### src/hdl/sqarp_pkg.sv
// Shared types and constants for the square arpeggio voice.
`default_nettype none

package sqarp_pkg;

  localparam int unsigned STEP_W   = 23;
  localparam int unsigned SPN_W    = 16;
  localparam int unsigned TOTAL_W  = 16;
  localparam int unsigned AMP_W    = 15;
  localparam int unsigned DUTY_W   = 24;
  localparam int unsigned CFG_W    = 24;
  localparam int unsigned CFG_IDX_W = 3;
  localparam int unsigned SAMPLE_W = 16;
  localparam int unsigned NUM_W    = SPN_W + 1;           // 2*spn fits here
  localparam int unsigned DEN_W    = SPN_W + 1;
  localparam int unsigned DVD_W    = AMP_W + NUM_W;       // amplitude * num
  localparam int unsigned NOTES    = 4;
  localparam int unsigned SLOT_W   = 2;

  localparam logic [STEP_W-1:0]  STEP_FIRST_RST  = STEP_W'(199063);
  localparam logic [STEP_W-1:0]  STEP_SECOND_RST = STEP_W'(250802);
  localparam logic [STEP_W-1:0]  STEP_THIRD_RST  = STEP_W'(298258);
  localparam logic [STEP_W-1:0]  STEP_FOURTH_RST = STEP_W'(398126);
  localparam logic [SPN_W-1:0]   SPN_RST         = SPN_W'(4410);
  localparam logic [TOTAL_W-1:0] TOTAL_RST       = TOTAL_W'(17640);
  localparam logic [AMP_W-1:0]   AMP_RST         = AMP_W'(11200);
  localparam logic [DUTY_W-1:0]  DUTY_RST        = DUTY_W'(4194304);

  typedef enum logic [CFG_IDX_W-1:0] {
    CFG_STEP_FIRST  = 3'd0,
    CFG_STEP_SECOND = 3'd1,
    CFG_STEP_THIRD  = 3'd2,
    CFG_STEP_FOURTH = 3'd3,
    CFG_SPN         = 3'd4,
    CFG_TOTAL       = 3'd5,
    CFG_AMP         = 3'd6,
    CFG_DUTY        = 3'd7
  } cfg_idx_e;

  // divider status seen by the sequencer
  typedef struct packed {
    logic busy;
    logic done;
  } div_stat_t;

endpackage

`default_nettype wire

### src/hdl/sqarp_div.sv
// Iterative restoring divider, one quotient bit per cycle.
`default_nettype none

module sqarp_div
  import sqarp_pkg::*;
(
  input  wire logic             clk_i,
  input  wire logic             rst_ni,
  input  wire logic             start_i,
  input  wire logic [DVD_W-1:0] dividend_i,
  input  wire logic [DEN_W-1:0] divisor_i,
  output logic      [DVD_W-1:0] quotient_o,
  output div_stat_t             stat_o
);

  localparam int unsigned CNT_W = $clog2(DVD_W);

  logic [DVD_W-1:0] quo_q, quo_d;
  logic [DEN_W-1:0] rem_q, rem_d;
  logic [CNT_W-1:0] cnt_q;
  logic             busy_q, done_q;
  logic [DEN_W:0]   shifted, diff;

  always_comb begin
    shifted = {rem_q, quo_q[DVD_W-1]};
    diff    = shifted - {1'b0, divisor_i};
    quo_d   = {quo_q[DVD_W-2:0], 1'b0};
    rem_d   = shifted[DEN_W-1:0];
    if (shifted >= {1'b0, divisor_i}) begin
      quo_d[0] = 1'b1;
      rem_d    = diff[DEN_W-1:0];
    end
  end

  always_ff @(posedge clk_i or negedge rst_ni) begin
    if (!rst_ni) begin
      busy_q <= 1'b0;
      done_q <= 1'b0;
      cnt_q  <= '0;
    end else begin
      done_q <= 1'b0;
      if (start_i) begin
        busy_q <= 1'b1;
        cnt_q  <= '0;
      end else if (busy_q) begin
        cnt_q <= cnt_q + CNT_W'(1);
        if (cnt_q == CNT_W'(DVD_W - 1)) begin
          busy_q <= 1'b0;
          done_q <= 1'b1;
        end
      end
    end
  end

  always_ff @(posedge clk_i) begin
    if (start_i) begin
      quo_q <= dividend_i;
      rem_q <= '0;
    end else if (busy_q) begin
      quo_q <= quo_d;
      rem_q <= rem_d;
    end
  end

  assign quotient_o  = quo_q;
  assign stat_o.busy = busy_q;
  assign stat_o.done = done_q;

  a_done_ends_busy: assert property (@(posedge clk_i) disable iff (!rst_ni)
    done_q |-> !busy_q)
    else $error("divider done while still busy");

  a_start_busy: assert property (@(posedge clk_i) disable iff (!rst_ni)
    start_i |=> busy_q && !done_q)
    else $error("divider did not start");

  a_done_pulse: assert property (@(posedge clk_i) disable iff (!rst_ni)
    done_q |=> !done_q)
    else $error("divider done held longer than one cycle");

endmodule

`default_nettype wire

### src/hdl/square_arpeggio_voice.sv
// Top level of the square arpeggio voice: counters, sequencer, output register.
// A request accepted in S_IDLE passes the multiply state S_MUL, the serial divider
// in S_DIV, the done state S_DONE and the load into the output register.
// No new request is taken until the previous result is loaded; a stalled output holds it.
// Reset: asynchronous, active low; config registers take their default values,
// the voice is silent until a restart request, no result is pending.
`default_nettype none

module square_arpeggio_voice
  import sqarp_pkg::*;
#(
  parameter int unsigned PHASE_BITS = 24,
  parameter int unsigned COUNT_BITS = 16
) (
  input  wire logic                 clk_i,
  input  wire logic                 rst_ni,
  // configuration writes
  input  wire logic                 cfg_we_i,
  input  wire logic [CFG_IDX_W-1:0] cfg_idx_i,
  input  wire logic [CFG_W-1:0]     cfg_data_i,
  // request channel
  input  wire logic                 in_valid_i,
  output logic                      in_ready_o,
  input  wire logic                 restart_i,
  // result channel
  output logic                      out_valid_o,
  input  wire logic                 out_ready_i,
  output logic signed [SAMPLE_W-1:0] sample_o,
  output logic                      active_o,
  output logic                      last_o
);

  // working widths for compares that must not lose carries
  localparam int unsigned PW = ((PHASE_BITS > DUTY_W) ? PHASE_BITS : DUTY_W) + 1;
  localparam int unsigned XW = ((COUNT_BITS > NUM_W) ? COUNT_BITS : NUM_W) + 1;

  typedef enum logic [1:0] {
    S_IDLE,
    S_MUL,
    S_DIV,
    S_DONE
  } state_e;

  // ---------------------------------------------------------------------------
  // Configuration registers
  // ---------------------------------------------------------------------------
  logic [STEP_W-1:0]  step_q [NOTES];
  logic [SPN_W-1:0]   spn_q;
  logic [TOTAL_W-1:0] total_q;
  logic [AMP_W-1:0]   amp_q;
  logic [DUTY_W-1:0]  duty_q;

  always_ff @(posedge clk_i or negedge rst_ni) begin
    if (!rst_ni) begin
      step_q[0] <= STEP_FIRST_RST;
      step_q[1] <= STEP_SECOND_RST;
      step_q[2] <= STEP_THIRD_RST;
      step_q[3] <= STEP_FOURTH_RST;
      spn_q     <= SPN_RST;
      total_q   <= TOTAL_RST;
      amp_q     <= AMP_RST;
      duty_q    <= DUTY_RST;
    end else if (cfg_we_i) begin
      unique case (cfg_idx_e'(cfg_idx_i))
        CFG_STEP_FIRST:  step_q[0] <= cfg_data_i[STEP_W-1:0];
        CFG_STEP_SECOND: step_q[1] <= cfg_data_i[STEP_W-1:0];
        CFG_STEP_THIRD:  step_q[2] <= cfg_data_i[STEP_W-1:0];
        CFG_STEP_FOURTH: step_q[3] <= cfg_data_i[STEP_W-1:0];
        CFG_SPN:         spn_q     <= cfg_data_i[SPN_W-1:0];
        CFG_TOTAL:       total_q   <= cfg_data_i[TOTAL_W-1:0];
        CFG_AMP:         amp_q     <= cfg_data_i[AMP_W-1:0];
        CFG_DUTY:        duty_q    <= cfg_data_i[DUTY_W-1:0];
        default: ;
      endcase
    end
  end

  // ---------------------------------------------------------------------------
  // Voice state and the per-tick update, done in the accept cycle
  // ---------------------------------------------------------------------------
  state_e                state_q;
  logic [PHASE_BITS-1:0] phase_q, phase_d;
  logic [SLOT_W-1:0]     slot_q, slot_d;
  logic [COUNT_BITS-1:0] tick_q, tick_d;
  logic [COUNT_BITS-1:0] done_cnt_q, done_cnt_d;
  logic                  running_q, running_d;

  logic                  accept;
  logic                  run_now;
  logic [PHASE_BITS-1:0] phase_cur;
  logic [SLOT_W-1:0]     slot_cur;
  logic [COUNT_BITS-1:0] tick_cur, done_cur;
  logic [SPN_W-1:0]      spn_eff;
  logic [PW-1:0]         phase_sum;
  logic                  positive;
  logic [XW-1:0]         two_spn_x, tick_x, num_x, tick_inc_x, done_inc_x;
  logic [NUM_W-1:0]      num;
  logic                  is_last;

  assign accept = in_valid_i && in_ready_o;

  always_comb begin
    // a restart clears the counters before this tick is played
    run_now   = restart_i || running_q;
    phase_cur = restart_i ? '0 : phase_q;
    slot_cur  = restart_i ? '0 : slot_q;
    tick_cur  = restart_i ? '0 : tick_q;
    done_cur  = restart_i ? '0 : done_cnt_q;
    spn_eff   = (spn_q == '0) ? SPN_W'(1) : spn_q;

    phase_sum = PW'(phase_cur) + PW'(step_q[slot_cur]);
    positive  = PW'(phase_sum[PHASE_BITS-1:0]) < PW'(duty_q);

    // note envelope numerator, clamped at zero
    two_spn_x = XW'({spn_eff, 1'b0});
    tick_x    = XW'(tick_cur);
    num_x     = two_spn_x - tick_x;
    num       = (two_spn_x > tick_x) ? num_x[NUM_W-1:0] : '0;

    tick_inc_x = tick_x + XW'(1);
    done_inc_x = XW'(done_cur) + XW'(1);
    is_last    = done_inc_x >= XW'(total_q);

    phase_d    = phase_q;
    slot_d     = slot_q;
    tick_d     = tick_q;
    done_cnt_d = done_cnt_q;
    running_d  = running_q;
    if (accept && run_now) begin
      phase_d = phase_sum[PHASE_BITS-1:0];
      if (tick_inc_x >= XW'(spn_eff)) begin
        tick_d = '0;
        slot_d = (slot_cur == SLOT_W'(NOTES - 1)) ? slot_cur : slot_cur + SLOT_W'(1);
      end else begin
        tick_d = tick_inc_x[COUNT_BITS-1:0];
        slot_d = slot_cur;
      end
      done_cnt_d = done_inc_x[COUNT_BITS-1:0];
      running_d  = !is_last;
    end
  end

  always_ff @(posedge clk_i or negedge rst_ni) begin
    if (!rst_ni) begin
      phase_q    <= '0;
      slot_q     <= '0;
      tick_q     <= '0;
      done_cnt_q <= '0;
      running_q  <= 1'b0;
    end else begin
      phase_q    <= phase_d;
      slot_q     <= slot_d;
      tick_q     <= tick_d;
      done_cnt_q <= done_cnt_d;
      running_q  <= running_d;
    end
  end

  // ---------------------------------------------------------------------------
  // Envelope: amplitude * num / (2 * spn) through the serial divider
  // ---------------------------------------------------------------------------
  logic [NUM_W-1:0] num_q;
  logic [DEN_W-1:0] den_q;
  logic             pos_q, last_q, act_q;
  logic             div_start;
  logic [DVD_W-1:0] dividend;
  logic [DVD_W-1:0] quotient;
  div_stat_t        div_stat;

  always_ff @(posedge clk_i) begin
    if (accept) begin
      num_q  <= num;
      den_q  <= {spn_eff, 1'b0};
      pos_q  <= positive;
      last_q <= run_now && is_last;
      act_q  <= run_now;
    end
  end

  assign div_start = (state_q == S_MUL);
  assign dividend  = DVD_W'(amp_q) * DVD_W'(num_q);

  sqarp_div u_div (
    .clk_i      (clk_i),
    .rst_ni     (rst_ni),
    .start_i    (div_start),
    .dividend_i (dividend),
    .divisor_i  (den_q),
    .quotient_o (quotient),
    .stat_o     (div_stat)
  );

  // magnitude never exceeds amplitude, so the low bits carry it all
  logic [SAMPLE_W-1:0] mag_x, sample_val;

  always_comb begin
    mag_x      = SAMPLE_W'(quotient[AMP_W-1:0]);
    sample_val = pos_q ? mag_x : SAMPLE_W'(0) - mag_x;
    if (!act_q) begin
      sample_val = '0;
    end
  end

  // ---------------------------------------------------------------------------
  // Sequencer and output register
  // ---------------------------------------------------------------------------
  logic                out_valid_q;
  logic [SAMPLE_W-1:0] sample_q;
  logic                active_q, last_out_q;
  logic                out_free;

  assign out_free   = !out_valid_q || out_ready_i;
  assign in_ready_o = (state_q == S_IDLE);

  always_ff @(posedge clk_i or negedge rst_ni) begin
    if (!rst_ni) begin
      state_q     <= S_IDLE;
      out_valid_q <= 1'b0;
      sample_q    <= '0;
      active_q    <= 1'b0;
      last_out_q  <= 1'b0;
    end else begin
      // in S_DONE a leaving result is replaced by the new one below
      if (out_valid_q && out_ready_i && state_q != S_DONE) begin
        out_valid_q <= 1'b0;
      end
      unique case (state_q)
        S_IDLE: begin
          if (accept) begin
            state_q <= S_MUL;
          end
        end
        S_MUL: begin
          state_q <= S_DIV;
        end
        S_DIV: begin
          if (div_stat.done) begin
            state_q <= S_DONE;
          end
        end
        S_DONE: begin
          if (out_free) begin
            out_valid_q <= 1'b1;
            sample_q    <= sample_val;
            active_q    <= act_q;
            last_out_q  <= last_q;
            state_q     <= S_IDLE;
          end
        end
        default: state_q <= S_IDLE;
      endcase
    end
  end

  assign out_valid_o = out_valid_q;
  assign sample_o    = signed'(sample_q);
  assign active_o    = active_q;
  assign last_o      = last_out_q;

  a_silent_zero: assert property (@(posedge clk_i) disable iff (!rst_ni)
    out_valid_o && !active_o |-> sample_o == '0 && !last_o)
    else $error("silent tick carries a sample or last flag");

  a_last_active: assert property (@(posedge clk_i) disable iff (!rst_ni)
    out_valid_o && last_o |-> active_o)
    else $error("last flag outside the sound");

  a_last_stops: assert property (@(posedge clk_i) disable iff (!rst_ni)
    accept && !restart_i && running_q && is_last |=> !running_q)
    else $error("voice kept running after its final sample");

  a_busy_in_div: assert property (@(posedge clk_i) disable iff (!rst_ni)
    state_q == S_MUL |=> state_q == S_DIV && div_stat.busy)
    else $error("divider not busy during division");

endmodule

`default_nettype wire
### config.mk
export PLATFORM = sky130hd
export DESIGN_NAME = square_arpeggio_voice
export DESIGN_NICKNAME = d
export VERILOG_FILES = /design/src/hdl/sqarp_pkg.sv /design/src/hdl/sqarp_div.sv /design/src/hdl/square_arpeggio_voice.sv
export SDC_FILE = /design/constraint.sdc
export NUM_CORES = 1
export LEC_CHECK = 0
export CAP_MARGIN = 5
export CORE_MARGIN = 3
export CORE_UTILIZATION = 41
export CTS_CLUSTER_DIAMETER = 100
export DETAILED_ROUTE_END_ITERATION = 10
export DONT_BUFFER_PORTS = 1
export GPL_TIMING_DRIVEN = 0
export SYNTH_ARGS = -nofsm -noshare
export SYNTH_HDL_FRONTEND = slang
export SYNTH_SLANG_ARGS = --single-unit
### constraint.sdc
create_clock -name clk_i -period 6.9 [get_ports clk_i]
set_clock_uncertainty 0.1 [all_clocks]
set_input_delay 1.38 -clock clk_i [delete_from_list [all_inputs] [get_ports clk_i]]
set_output_delay 1.38 -clock clk_i [all_outputs]
set_load 0.05 [all_outputs]
==> impl_metrics.py <==
metrics = {
    "sta": {
        "rsz0062_at_grt": "no",
        "max_slew_margin_pct": 39.1,
        "period_needed_ns": 6.73,
        "setup_violations": 0,
        "timing.final.crit_share_pct": 97.5,
        "slew_viol_final": 0,
        "hold_viol_final": 0,
        "clock.fmax_mhz": 149,
        "tightest_slew_ns": 0.906,
    },
    "cells_and_area": {
        "num-nets-final": 3282,
        "fillers": 6123,
        "drive_gt1_share_pct": 13.9,
        "syn_to_final_growth_pct": 10.2,
        "finish.utilization_pct": 46.1,
        "final_area_mm2": 0.0300,
    },
    "place": {
        "dpl_cell_area_mm2": 0.0283,
        "hpwl_mm": 54.5,
        "finalWeightedCongestion": 0.917,
        "port_buffers": 0,
    },
    "detailed_routing": {
        "viasPerCell": 5.34,
        "drtIter0Drc": 1268,
        "ant_nets": 0,
        "dr.pass1.iters": 5,
        "post-route-drc-count": 0,
        "post_drt_wl_per_cell_um": 19.0,
        "vias": 19899,
        "wirelength_mm": 70.6,
    },
    "job": {
        "drv_cap": 0,
    },
    "floorplan": {
        "die_h_um": 264,
        "start_util_pct": 41.8,
        "core_area_mm2": 0.0650,
        "ios": 53,
        "dieArea_mm2": 0.0695,
        "die_w_um": 264,
        "core.rowCount": 93,
    },
    "status": {
        "outcome": "finished, final reports clean",
    },
    "yosys": {
        "synth_top_area_share_pct": 17.9,
        "ys_top_cells_by_area": "dfrtp_1 (18%), fa_1 (14%), ha_1 (9.9%)",
        "syn_avg_cell_area_um2": 9.77,
        "synth-seq-cells": 335,
        "netlist_area_mm2": 0.0272,
        "synth_cells": 2783,
        "synth_edf_count": 68,
        "async_flop_share_pct": 74.6,
        "synth_common_cells": "nand2_1 (338), inv_1 (321), ha_1 (215)",
        "ys_types": 91,
        "synth_ff_type": "dfrtp_1",
        "synth_nets": 3227,
        "yosysMostFrequentCell": "nand2_1",
        "synth_warnings": 0,
        "yosysSeqAreaShare_pct": 32.0,
        "yosys.area.top_type": "dfrtp_1",
    },
    "clock_network": {
        "cts_tree": "built",
        "numCtsBuffers": 38,
        "cts_buffer_depth": 3,
        "insertion_delay_ns": 0.58,
        "cts.reportedPaths.clkPinSlew_ns": 0.06,
        "htree_num_levels": 2,
        "cts_hold_buffers": 0,
        "cts_sinks": 335,
        "root_buffer": "clkbuf_16",
    },
    "global_routing": {
        "grt_pass1_vias": 20566,
        "met1_usage_pct": 26.3,
        "met3_usage_pct": 3.93,
        "grt_usage_pct": 20.3,
        "grtUsageMet2_pct": 34.3,
        "grt_overflow": 0,
        "top_usage_layer": "met2",
        "antenna_found_initial": 2,
        "grt_pass1_wl_mm": 113,
        "grt_max_degree": 251,
    },
    "worst_setup_path": {
        "slowest_stage": "fa_1",
        "worstSetupStartpointType": "flip-flop",
        "crit_top_cell": "fa_1",
        "worstSetupEndpointType": "flip-flop",
        "crit_type": "flip-flop to flip-flop",
        "crit_required_ns": 7.07,
        "crit_chain": "buf_4, and2_1, fa_1, inv_1, fa_1, inv_1, fa_1, fa_1, fa_1, inv_1, fa_1, inv_1, ha_2, and3_1, a221o_1, a21oi_4, a31oi_4, a31oi_2, o41ai_4, xnor2_2, a21oi_1",
        "cp_max_fo": 6,
        "cpPeakStageDelay_ns": 0.54,
        "critPathArrivalTime_ns": 6.89,
    },
    "min_path": {
        "hold_path_class": "flip-flop to flip-flop",
    },
}
==> stage by stage <==
| stage | worst slack [ns] | TNS [ns] | instances | hold WS [ns] |
|---|---|---|---|---|
| 6_report | 0.173 | 0 | 3724 | 0.365 |
| 5_1_grt | 0.000192 | 0 | 3723 | 0.400 |
| 4_1_cts | 0.0187 | 0 | 3716 | 0.374 |
| 3_5_place_dp | -1.44 | -7.17 | 3639 | 0.355 |
| 3_3_place_gp | -1.47 | -6.94 | 3638 | 0.350 |
| 2_1_floorplan | 0.166 | 0 | 2783 | 0.338 |
==> path summary, 6_finish.rpt <==
path	startpoint	end	slack, ns	depth (start not counted)
min in group asynchronous	rst_ni	u_div.cnt_q[2]	0.42	0
worst max register to register	num_q[10]	u_div.quotient_o[31]	0.17	21
max in group asynchronous	rst_ni	duty_q[12]	5.74	0
worst min-delay path	phase_q[8]	phase_q[8]	0.37	2
worst min register to register	phase_q[8]	phase_q[8]	0.37	2
worst max-delay path	num_q[10]	u_div.quotient_o[31]	0.17	21
==> worst max-delay path: cells and delay by family (launching register included) <==
family                     cells  cell delay, ns
and+or+nand+nor                2            0.37
DFF                            1            0.52
AOI/OAI and AO/OA              6            1.30
adders and majority gates      7            3.40
buffers and inverters          5            0.44
xor gates and xnor gates       1            0.30
==> flip-flops by register name (all words and copies together), names as in the netlist, 2 cells and up <==
register and count:
total_q 16, u_div.quotient_o 32, step_q 92, spn_q 16
den_q 16, u_div.cnt_q 5, tick_q 16, duty_q 24
slot_q 2, num_q 17, state_q 2, amp_q 15
done_cnt_q 16, phase_q 24, u_div.rem_q 17, sample_o 16
==> placed cells by master, fill, tap and decap left out, types with 78 or more instances in the layout <==
master / netlist / final
mux2_2: 177 / 177
ha_1: 215 / 211
o21ai_0: 117 / 117
a21oi_1: 98 / 97
clkbuf_1: 115 / 83
dfrtp_1: 195 / 188
nand2_1: 338 / 338
xnor2_1: 79 / 78
nor2_1: 149 / 149
inv_1: 321 / 321
and2_1: 152 / 152
fa_1: 196 / 196
==> metal layers <==
layer  routed length, um  vias to the layer above
met5                  26                        -
met4                2160                        4
met3                4220                      116
met2               33500                      491
met1               30600                     9900
li1                    -                     9388
==> kinds of logic (layout without fill, tap and decap cells) <==
| family | Yosys count | in the layout | synth area share, % |
|---|---|---|---|
| flops | 335 | 335 | 32.0 |
| fa+ha+maj | 411 | 411 | 24.3 |
| xor+xnor | 111 | 111 | 3.58 |
| compound gates | 414 | 414 | 10.2 |
| buf+inv | 448 | 533 | 6.24 |
| mux | 206 | 206 | 8.40 |
| simple gates | 858 | 858 | 15.3 |
| other cells | 0 | 1 | 0 |
==> area by class of cell <==
type / count / area [um2] / share of cell area (%)
buffer: 122 / 587 / 1.96
timing repair buffer: 19 / 163 / 0.543
antenna: 1 / 2.50 / 0.00835
clock inverter: 17 / 211 / 0.706
tap: 855 / 1070 / 3.57
multi-input combinational: 2000 / 16900 / 56.4
sequential: 335 / 8720 / 29.1
inverter: 322 / 1210 / 4.03
clock buffer: 53 / 1100 / 3.67
==> repair_timing <==
action                                  4_1_cts  5_1_grt
resized for setup                            52       61
pin swaps                                     1        4
endpoints found under the setup margin       16        9
buffers inserted                             11        7
Power is not shown: default switching activity piles up to over one toggle a cycle in this logic, so the estimate is an artifact.
